[src/hw/rtl/acpe_pkg.sv]
// Shared types and constants of the autocorrelation pitch estimator.
// No dependencies; imported by every module of the block.
package acpe_pkg;

  localparam int MAX_LAGS   = 1024;
  localparam int LAG_W      = $clog2(MAX_LAGS + 1);
  localparam int COEF_W     = 24;
  localparam int RATIO_W    = 16;
  localparam int SR_W       = 18;
  localparam int PITCH_W    = 27;
  localparam int FIFO_DEPTH = 2;
  localparam int CFG_ADDR_W = 1;
  localparam int CFG_DATA_W = 18;

  // Back-end arithmetic widths
  localparam int GAM_W  = COEF_W + 3;            // 2v - n - p
  localparam int DNP_W  = COEF_W + 1;            // n - p
  localparam int DEN_W  = GAM_W + LAG_W + 3;     // +-(2gb + n - p), signed
  localparam int NUM_W  = SR_W + GAM_W - 1 + 9;  // sr * |g| * 512
  localparam int NUMR_W = NUM_W + 1;             // plus rounding half
  localparam int REM_W  = DEN_W - 1;

  localparam logic [CFG_ADDR_W-1:0] REG_THRESHOLD_RATIO = 1'd0;
  localparam logic [CFG_ADDR_W-1:0] REG_SAMPLE_RATE     = 1'd1;

  localparam logic [RATIO_W-1:0] RATIO_RESET = 16'd32768;
  localparam logic [SR_W-1:0]    SR_RESET    = 18'd44100;

  localparam logic signed [COEF_W-1:0] CONF_ONE       = 24'sd4194304;
  localparam logic [PITCH_W-1:0]       PITCH_ALL_ONES = {PITCH_W{1'b1}};

  // search phases
  localparam logic [1:0] PH_DIP   = 2'd0;
  localparam logic [1:0] PH_BEGIN = 2'd1;
  localparam logic [1:0] PH_PEAK  = 2'd2;
  localparam logic [1:0] PH_END   = 2'd3;

  // One frame's outcome, handed from the scanner to the divider side.
  typedef struct packed {
    logic                     found;
    logic signed [COEF_W-1:0] conf;
    logic signed [COEF_W-1:0] peak_value;
    logic signed [COEF_W-1:0] before_peak;
    logic signed [COEF_W-1:0] after_peak;
    logic [LAG_W-1:0]         peak_lag;
  } summary_t;

  typedef struct packed {
    logic empty;
    logic full;
  } fifo_stat_t;

endpackage

[src/hw/rtl/acpe_scan.sv]
// Front end: scans coefficients of a frame and tracks dip / peak state.
// Depends on acpe_pkg; pushes one summary per frame into the queue.
module acpe_scan (
  input  logic                                clk,
  input  logic                                rst_n,
  input  logic                                in_fire,
  input  logic signed [acpe_pkg::COEF_W-1:0]  coef,
  input  logic                                last,
  input  logic [acpe_pkg::RATIO_W-1:0]        ratio,
  output logic                                push,
  output acpe_pkg::summary_t                  push_data
);
  import acpe_pkg::*;

  logic [LAG_W-1:0]         lag_r, lag_nxt;
  logic [1:0]               phase_r, phase_nxt;
  logic signed [COEF_W-1:0] thr_r, thr_nxt;
  logic signed [COEF_W-1:0] pv_r, pv_nxt;
  logic [LAG_W-1:0]         pl_r, pl_nxt;
  logic signed [COEF_W-1:0] bp_r, bp_nxt;
  logic signed [COEF_W-1:0] ap_r, ap_nxt;
  logic signed [COEF_W-1:0] prev_r, prev_nxt;
  logic signed [COEF_W-1:0] wide_r, wide_nxt;
  logic                     dip_r, dip_nxt;

  logic signed [COEF_W+RATIO_W:0] thr_prod;
  logic                           after_lag;

  // floor(c0 * ratio / 65536): arithmetic shift floors negatives
  assign thr_prod  = coef * $signed({1'b0, ratio});
  assign after_lag = (lag_r == pl_r + LAG_W'(1));

  always_comb begin
    lag_nxt   = lag_r;
    phase_nxt = phase_r;
    thr_nxt   = thr_r;
    pv_nxt    = pv_r;
    pl_nxt    = pl_r;
    bp_nxt    = bp_r;
    ap_nxt    = ap_r;
    prev_nxt  = prev_r;
    wide_nxt  = wide_r;
    dip_nxt   = dip_r;
    if (lag_r < LAG_W'(MAX_LAGS)) begin
      if (lag_r == '0) begin
        thr_nxt = thr_prod[RATIO_W +: COEF_W];
      end else begin
        case (phase_r)
          PH_DIP: begin
            if (coef < thr_r) begin
              phase_nxt = PH_BEGIN;
              dip_nxt   = 1'b1;
              wide_nxt  = coef;
            end
          end
          PH_BEGIN: begin
            if (coef > wide_r) wide_nxt = coef;
            if (coef > thr_r) begin
              phase_nxt = PH_PEAK;
              pv_nxt    = coef;
              pl_nxt    = lag_r;
              bp_nxt    = prev_r;
            end
          end
          PH_PEAK: begin
            if (coef < thr_r) begin
              if (after_lag) ap_nxt = coef;
              phase_nxt = PH_END;
            end else begin
              if (coef > wide_r) wide_nxt = coef;
              if (coef > pv_r) begin
                pv_nxt = coef;
                pl_nxt = lag_r;
                bp_nxt = prev_r;
              end else if (after_lag) begin
                ap_nxt = coef;
              end
            end
          end
          default: ;
        endcase
      end
      prev_nxt = coef;
      lag_nxt  = lag_r + LAG_W'(1);
    end
  end

  // A peak counts only if it ended before the flagged coefficient.
  always_comb begin
    push                  = in_fire && last;
    push_data.found       = (phase_r == PH_END);
    push_data.peak_value  = pv_r;
    push_data.before_peak = bp_r;
    push_data.after_peak  = ap_r;
    push_data.peak_lag    = pl_r;
    if (phase_r == PH_END)
      push_data.conf = (pv_r > CONF_ONE) ? CONF_ONE : pv_r;
    else
      push_data.conf = dip_nxt ? wide_nxt : '0;
  end

  always_ff @(posedge clk) begin
    if (!rst_n || (in_fire && last)) begin
      lag_r   <= '0;
      phase_r <= PH_DIP;
      thr_r   <= '0;
      pv_r    <= '0;
      pl_r    <= '0;
      bp_r    <= '0;
      ap_r    <= '0;
      prev_r  <= '0;
      wide_r  <= '0;
      dip_r   <= 1'b0;
    end else if (in_fire) begin
      lag_r   <= lag_nxt;
      phase_r <= phase_nxt;
      thr_r   <= thr_nxt;
      pv_r    <= pv_nxt;
      pl_r    <= pl_nxt;
      bp_r    <= bp_nxt;
      ap_r    <= ap_nxt;
      prev_r  <= prev_nxt;
      wide_r  <= wide_nxt;
      dip_r   <= dip_nxt;
    end
  end

endmodule

[src/hw/rtl/acpe_fifo.sv]
// Short register queue of frame summaries between scanner and divider side.
// Depends on acpe_pkg for summary_t and FIFO_DEPTH.
module acpe_fifo (
  input  logic                  clk,
  input  logic                  rst_n,
  input  logic                  push,
  input  acpe_pkg::summary_t    push_data,
  input  logic                  pop,
  output acpe_pkg::summary_t    head,
  output acpe_pkg::fifo_stat_t  stat
);
  import acpe_pkg::*;

  localparam int PTR_W = (FIFO_DEPTH > 1) ? $clog2(FIFO_DEPTH) : 1;
  localparam int CNT_W = $clog2(FIFO_DEPTH + 1);

  summary_t         mem_r [FIFO_DEPTH];
  logic [PTR_W-1:0] wr_r, rd_r;
  logic [CNT_W-1:0] cnt_r;

  assign head       = mem_r[rd_r];
  assign stat.empty = (cnt_r == '0);
  assign stat.full  = (cnt_r == CNT_W'(FIFO_DEPTH));

  always_ff @(posedge clk) begin
    if (push) mem_r[wr_r] <= push_data;
  end

  always_ff @(posedge clk) begin
    if (!rst_n) begin
      wr_r  <= '0;
      rd_r  <= '0;
      cnt_r <= '0;
    end else begin
      if (push)
        wr_r <= (wr_r == PTR_W'(FIFO_DEPTH - 1)) ? '0 : wr_r + PTR_W'(1);
      if (pop)
        rd_r <= (rd_r == PTR_W'(FIFO_DEPTH - 1)) ? '0 : rd_r + PTR_W'(1);
      if (push && !pop)
        cnt_r <= cnt_r + CNT_W'(1);
      else if (pop && !push)
        cnt_r <= cnt_r - CNT_W'(1);
    end
  end

endmodule

[src/hw/rtl/acpe_pitch.sv]
// Back end: parabolic refinement and pitch division, plus output register.
// Depends on acpe_pkg; takes frame summaries from acpe_fifo.
module acpe_pitch (
  input  logic                           clk,
  input  logic                           rst_n,
  input  acpe_pkg::summary_t             head,
  input  acpe_pkg::fifo_stat_t           stat,
  output logic                           pop,
  input  logic [acpe_pkg::SR_W-1:0]      sample_rate,
  output logic                           out_valid,
  input  logic                           out_ready,
  output logic [acpe_pkg::PITCH_W-1:0]   pitch,
  output logic signed [acpe_pkg::COEF_W-1:0] conf,
  output logic                           found
);
  import acpe_pkg::*;

  localparam logic [2:0] S_IDLE = 3'd0;
  localparam logic [2:0] S_MULT = 3'd1;
  localparam logic [2:0] S_PREP = 3'd2;
  localparam logic [2:0] S_DIV  = 3'd3;
  localparam logic [2:0] S_DONE = 3'd4;
  localparam int         CNT_W  = $clog2(PITCH_W + 1);

  logic [2:0]               st_r, st_nxt;
  summary_t                 hd_r;
  logic signed [GAM_W-1:0]  g_r;
  logic signed [DNP_W-1:0]  dnp_r;
  logic [NUM_W-1:0]         num_r;
  logic signed [DEN_W-1:0]  den_r;
  logic                     sat_r;
  logic [REM_W-1:0]         rem_r;
  logic [PITCH_W-1:0]       q_r;
  logic [CNT_W-1:0]         cnt_r;
  logic                     out_valid_r;
  logic [PITCH_W-1:0]       pitch_r;
  logic signed [COEF_W-1:0] conf_r;
  logic                     found_r;

  logic signed [GAM_W-1:0]     g_c;
  logic signed [GAM_W+LAG_W:0] gb;
  logic signed [DEN_W-1:0]     den_raw;
  logic [GAM_W-2:0]            gabs;
  logic [SR_W+GAM_W-2:0]       sr_g;
  logic [NUMR_W-1:0]           numr;
  logic                        ovf;
  logic [REM_W:0]              trial;
  logic                        take;
  logic                        out_free;

  assign g_c = ({{3{head.peak_value[COEF_W-1]}}, head.peak_value} <<< 1)
             - {{3{head.after_peak[COEF_W-1]}}, head.after_peak}
             - {{3{head.before_peak[COEF_W-1]}}, head.before_peak};

  assign gb      = g_r * $signed({1'b0, hd_r.peak_lag});
  assign den_raw = (DEN_W'(gb) <<< 1) + DEN_W'(dnp_r);
  assign gabs    = g_r[GAM_W-1] ? (GAM_W-1)'(-g_r) : g_r[GAM_W-2:0];
  assign sr_g    = sample_rate * gabs;

  assign numr  = NUMR_W'(num_r) + NUMR_W'(den_r[DEN_W-1:1]);
  assign ovf   = ({(PITCH_W + DEN_W - NUMR_W)'(0), numr}
                  >= {den_r, {PITCH_W{1'b0}}});
  assign trial = {rem_r, q_r[PITCH_W-1]};
  assign take  = (trial >= REM_W'(den_r) + (REM_W + 1)'(0));

  assign out_free  = !out_valid_r || out_ready;
  assign pop       = (st_r == S_IDLE) && !stat.empty;
  assign out_valid = out_valid_r;
  assign pitch     = pitch_r;
  assign conf      = conf_r;
  assign found     = found_r;

  always_comb begin
    st_nxt = st_r;
    case (st_r)
      S_IDLE: if (!stat.empty) st_nxt = head.found ? S_MULT : S_DONE;
      S_MULT: st_nxt = S_PREP;
      S_PREP: st_nxt = (sat_r || den_r <= 0 || ovf) ? S_DONE : S_DIV;
      S_DIV:  if (cnt_r == CNT_W'(PITCH_W - 1)) st_nxt = S_DONE;
      S_DONE: if (out_free) st_nxt = S_IDLE;
      default: st_nxt = S_IDLE;
    endcase
  end

  always_ff @(posedge clk) begin
    if (!rst_n) st_r <= S_IDLE;
    else        st_r <= st_nxt;
  end

  // q_r carries the pitch for the not-found and saturated cases too.
  always_ff @(posedge clk) begin
    case (st_r)
      S_IDLE: begin
        hd_r  <= head;
        g_r   <= g_c;
        dnp_r <= {head.after_peak[COEF_W-1], head.after_peak}
               - {head.before_peak[COEF_W-1], head.before_peak};
        q_r   <= PITCH_ALL_ONES;
      end
      S_MULT: begin
        if (g_r == '0) begin
          num_r <= NUM_W'({sample_rate, 8'd0});
          den_r <= DEN_W'({1'b0, hd_r.peak_lag});
          sat_r <= (hd_r.peak_lag == '0);
        end else begin
          num_r <= {sr_g, 9'd0};
          den_r <= g_r[GAM_W-1] ? -den_raw : den_raw;
          sat_r <= 1'b0;
        end
      end
      S_PREP: begin
        cnt_r <= '0;
        rem_r <= REM_W'(numr[NUMR_W-1:PITCH_W]);
        if (sat_r || den_r == '0 || ovf) q_r <= PITCH_ALL_ONES;
        else if (den_r < 0)              q_r <= '0;
        else                             q_r <= numr[PITCH_W-1:0];
      end
      S_DIV: begin
        cnt_r <= cnt_r + CNT_W'(1);
        rem_r <= take ? REM_W'(trial - (REM_W + 1)'(den_r)) : REM_W'(trial);
        q_r   <= {q_r[PITCH_W-2:0], take};
      end
      default: ;
    endcase
  end

  always_ff @(posedge clk) begin
    if (!rst_n) begin
      out_valid_r <= 1'b0;
    end else if (st_r == S_DONE && out_free) begin
      out_valid_r <= 1'b1;
    end else if (out_ready) begin
      out_valid_r <= 1'b0;
    end
  end

  always_ff @(posedge clk) begin
    if (st_r == S_DONE && out_free) begin
      pitch_r <= hd_r.found ? q_r : PITCH_ALL_ONES;
      conf_r  <= hd_r.conf;
      found_r <= hd_r.found;
    end
  end

endmodule

[src/hw/rtl/autocorrelation_pitch_estimator.sv]
// Autocorrelation pitch estimator, top level: config registers and the three parts.
// Depends on acpe_pkg, acpe_scan, acpe_fifo, acpe_pitch.
// Throughput: one coefficient per cycle while the summary queue has room.
// Result path: after the flagged coefficient the summary passes the queue and the states
// IDLE, MULT, PREP, DIV (restoring divider), DONE; saturation skips DIV, no peak skips to DONE.
// Reset: synchronous active-low rst_n clears the scan state, queue and output.
module autocorrelation_pitch_estimator (
  input  logic                                  clk,
  input  logic                                  rst_n,
  input  logic                                  in_tvalid,
  output logic                                  in_tready,
  input  logic [23:0]                           in_tdata,  // [23:0] coefficient
  input  logic                                  in_tlast,  // last_lag
  output logic                                  out_tvalid,
  input  logic                                  out_tready,
  output logic [55:0]                           out_tdata, // [26:0] pitch_fixed, [50:27] confidence
  output logic                                  out_tuser, // [0] pitch_found
  input  logic                                  cfg_we,
  input  logic [acpe_pkg::CFG_ADDR_W-1:0]       cfg_addr,
  input  logic [acpe_pkg::CFG_DATA_W-1:0]       cfg_wdata
);
  import acpe_pkg::*;

  logic [RATIO_W-1:0]       ratio_r;
  logic [SR_W-1:0]          sr_r;
  logic                     in_fire;
  logic                     push, pop;
  summary_t                 push_data, head;
  fifo_stat_t               stat;
  logic [PITCH_W-1:0]       pitch;
  logic signed [COEF_W-1:0] conf;
  logic                     found;

  always_ff @(posedge clk) begin
    if (!rst_n) begin
      ratio_r <= RATIO_RESET;
      sr_r    <= SR_RESET;
    end else if (cfg_we) begin
      case (cfg_addr)
        REG_THRESHOLD_RATIO: ratio_r <= cfg_wdata[RATIO_W-1:0];
        REG_SAMPLE_RATE:     sr_r    <= cfg_wdata[SR_W-1:0];
        default: ;
      endcase
    end
  end

  assign in_tready = !stat.full;
  assign in_fire   = in_tvalid && in_tready;

  acpe_scan u_scan (
    .clk       (clk),
    .rst_n     (rst_n),
    .in_fire   (in_fire),
    .coef      ($signed(in_tdata)),
    .last      (in_tlast),
    .ratio     (ratio_r),
    .push      (push),
    .push_data (push_data)
  );

  acpe_fifo u_fifo (
    .clk       (clk),
    .rst_n     (rst_n),
    .push      (push),
    .push_data (push_data),
    .pop       (pop),
    .head      (head),
    .stat      (stat)
  );

  acpe_pitch u_pitch (
    .clk         (clk),
    .rst_n       (rst_n),
    .head        (head),
    .stat        (stat),
    .pop         (pop),
    .sample_rate (sr_r),
    .out_valid   (out_tvalid),
    .out_ready   (out_tready),
    .pitch       (pitch),
    .conf        (conf),
    .found       (found)
  );

  assign out_tdata = {5'd0, conf, pitch};
  assign out_tuser = found;

endmodule

[config.mk]
export PLATFORM = sky130hd
export DESIGN_NAME = autocorrelation_pitch_estimator
export DESIGN_NICKNAME = d
export VERILOG_FILES = /design/src/hw/rtl/acpe_pkg.sv /design/src/hw/rtl/acpe_scan.sv /design/src/hw/rtl/acpe_fifo.sv /design/src/hw/rtl/acpe_pitch.sv /design/src/hw/rtl/autocorrelation_pitch_estimator.sv
export SDC_FILE = /design/constraint.sdc
export NUM_CORES = 2
export LEC_CHECK = 0
export ABC_CLOCK_PERIOD_IN_PS = 9000
export BUFFER_PORTS_ARGS = -buffer_cell sky130_fd_sc_hd__buf_2
export CORE_MARGIN = 2
export CORE_UTILIZATION = 45
export CTS_CLUSTER_SIZE = 16
export DETAILED_ROUTE_END_ITERATION = 8
export SYNTH_ARGS = -nofsm -noshare
export SYNTH_HDL_FRONTEND = slang
export SYNTH_SLANG_ARGS = --single-unit
[constraint.sdc]
create_clock -name clk -period 9 [get_ports clk]
set_input_delay 0.9 -clock clk [delete_from_list [all_inputs] [get_ports clk]]
set_output_delay 0.9 -clock clk [all_outputs]
set_load 0.005 [all_outputs]
==> reports/qor.yml <==
status: "completed"
wirelength_um: 224100
timing.critical_path.from: "u_pitch.hd_r[6]"
yosys.area.top_type_share: 0.2630
final_common_cell: "inv_1"
antenna_found_initial: 7
vias_per_cell: 5.382
grt_max_degree: 94
nFillCells: 16410
post-route-drc-count: 0
finalWorstSetupSlack_ns: 0.2161
vias: 58300
critPathMostFrequentCell: "a21o_1"
synth_top_family_by_area: "adder cells"
fin_nets: 10110
die_area_um2: 179600
synth_area_leader_cell: "fa_1"
max_stage_delay_ns: 0.56
drive_gt1_frac: 0.07749
wl_per_cell_um: 20.69
place_hpwl_um: 175100
clk_path_buf_depth: 3
clock-root-buffer: "clkbuf_16"
finalSetupViolations: 0
grt_pass1_vias: 61140
dp_cells: 10660
grt_pass1_wl_um: 351700
synth_fa_ha_area_frac: 0.3573
hold_viol: 0
met2_length_um: 109000
synth-main-ff-cell: "edfxtp_1"
synthSimpleGateAreaFrac: 0.1512
timing.final.crit_period_ns: 8.784
period_share: 0.9760
syn_inst: 8374
top_layer_used: "met5"
wl_met3_um: 9756
max_slew_margin: 0.2552
maxSlewViolCount: 0
critPathMaxFanout: 7
tightestPinTransition_ns: 1.109
crit_family: "adder cells"
skew_ns: 0.07451
synth_area_leaders: "fa_1, edfxtp_1, ha_1, inv_1, nand2_1"
synth_cell_types: 106
initial_core_util: 0.4513
synth-seq-cells: 726
hp-class: "reg2reg"
clk_pin_slew_ns: 0.06
grt_setup_unrepaired: "yes"
routabilityCongestion: 0.9443
synth-async-reset-ratio: 0
synth_xor_area_frac: 0.03621
syn_avg_cell_area_um2: 9.471
met1_length_um: 95210
htreeDepth: 3
synth_edf_count: 514
critPathBufInv: 4
cts_buffers: 86
track_usage: 0.2514
maxCapViolCount: 0
die_w_um: 423.8
num_rows: 154
end_kind: "flip-flop"
synth_compound_area_frac: 0.09361
r2r_start: "u_pitch.hd_r[6]"
core_um2: 175700
first_pass_iters: 6
grt_overflow: 0
slowest_stage: "or4_1"
clock_latency_ns: 0.75
critPathLaunchType: "flip-flop"
io_buffers: 102
required_ns: 9.45
ant_nets: 0
fmax_ghz: 0.1138
syn2layout_area_growth_pct: 9.142
cts_tree: "yes"
clkSinkCount: 726
dp_slack_ns: -0.03314
synthMuxAreaShare: 0.02797
ioPinCount: 108
die_h_um: 423.8
ys_seq_area_frac: 0.2481
netlist_area_um2: 79310
min_from: "u_scan.bp_r[0]"
final_cell_mix: "inv_1, nand2_1, fa_1"
final_cells: 10830
critPathKind: "reg2reg"
critical_path_arrival_ns: 9.23
yosysWarnings: 0
initialDrtViolationCount: 3663
## final timing paths
kind | end | slack (ns) | cells past startpoint
setup reg to reg | u_pitch.den_r[40] | 0.22 | 34
hold / removal | u_fifo.mem_r[1][35] | 0.42 | 0
setup / recovery | u_pitch.den_r[40] | 0.22 | 34
hold reg to reg | u_fifo.mem_r[1][35] | 0.42 | 0
## routing by layer
metal  up-vias  track usage
met3       392      0.02849
met1     29380       0.3230
met5         -            0
met2      1484       0.4319
li1      27030            -
met4         8       0.1015
## kinds of logic after synthesis
group | Yosys count
and+or+nand+nor | 2556
adders and majority gates | 1640
DFF | 726
AOI/OAI and AO/OA | 1121
xor gates and xnor gates | 327
other | 1
muxes | 214
buffers and inverters | 1789
## state kept, by name, indices dropped and copies added, names as in the netlist, 3 cells and up, named ones only
register,count
ratio_r,16
sr_r,18
u_fifo.mem_r,216
u_pitch.cnt_r,5
u_pitch.conf,24
u_pitch.den_r,41
u_pitch.dnp_r,25
u_pitch.g_r,26
u_pitch.hd_r,36
u_pitch.num_r,45
u_pitch.pitch,27
u_pitch.q_r,27
u_pitch.rem_r,40
u_pitch.st_r,3
u_scan.ap_r,24
u_scan.bp_r,24
u_scan.lag_r,11
u_scan.pl_r,11
u_scan.prev_r,24
u_scan.pv_r,24
u_scan.thr_r,24
u_scan.wide_r,24
## worst reg2reg max path, delay by kind of cell (launching register included)
kind / cells / cell delay [ns]
and+or+nand+nor: 7 / 1.91
xor gates and xnor gates: 2 / 0.33
DFF: 1 / 0.54
muxes: 1 / 0.08
adders and majority gates: 7 / 3.12
buffers and inverters: 4 / 0.33
AOI/OAI and AO/OA: 13 / 2.25
## timing repair
action,CTS,global route
endpoints found under the setup margin,1,25
setup buffers,2,15
resized for setup,0,54
hold buffers,0,0
pin swaps,0,3
## through the flow
| step | util | setup TNS [ns] | instance area, µm² | hold WS [ns] |
|---|---|---|---|---|
| 6_report | 0.4926 | 0 | 86560 | 0.4152 |
| 5_1_grt | 0.4926 | -0.3526 | 86560 | 0.3863 |
| 4_1_cts | 0.4906 | 0 | 86210 | 0.3563 |
| 3_5_place_dp | 0.4733 | -0.03314 | 83170 | 0.4054 |
| 3_3_place_gp | 0.4733 | 0 | 83170 | 0.4032 |
| 2_1_floorplan | - | 0 | 79330 | 0.4003 |
## final cells by class
class | instances | area (µm²) | share of cell area
diodes | 1 | 2.502 | 0.00002891
well taps | 2340 | 2928 | 0.03382
repair buffers | 352 | 2559 | 0.02956
flip-flops and latches | 726 | 19680 | 0.2274
multi-input cells | 5863 | 53140 | 0.6139
clock inverters | 52 | 724.4 | 0.008369
inverters | 1392 | 5225 | 0.06036
clock buffers | 106 | 2297 | 0.02654
## synthesized netlist by cell type, types with 73 or more instances
library cell	number
a21o_1	129
nor3_1	73
mux2i_1	153
nand2_1	1297
xor2_1	122
ha_1	598
xnor2_1	204
a21oi_1	301
clkbuf_1	348
o21ai_0	206
inv_1	1391
nor2_1	301
fa_1	1042
and2_1	411
edfxtp_1	514
nand3_1	91
dfxtp_1	212
Power is not shown: default switching activity piles up to over one toggle a cycle in this logic, so the estimate is an artifact.
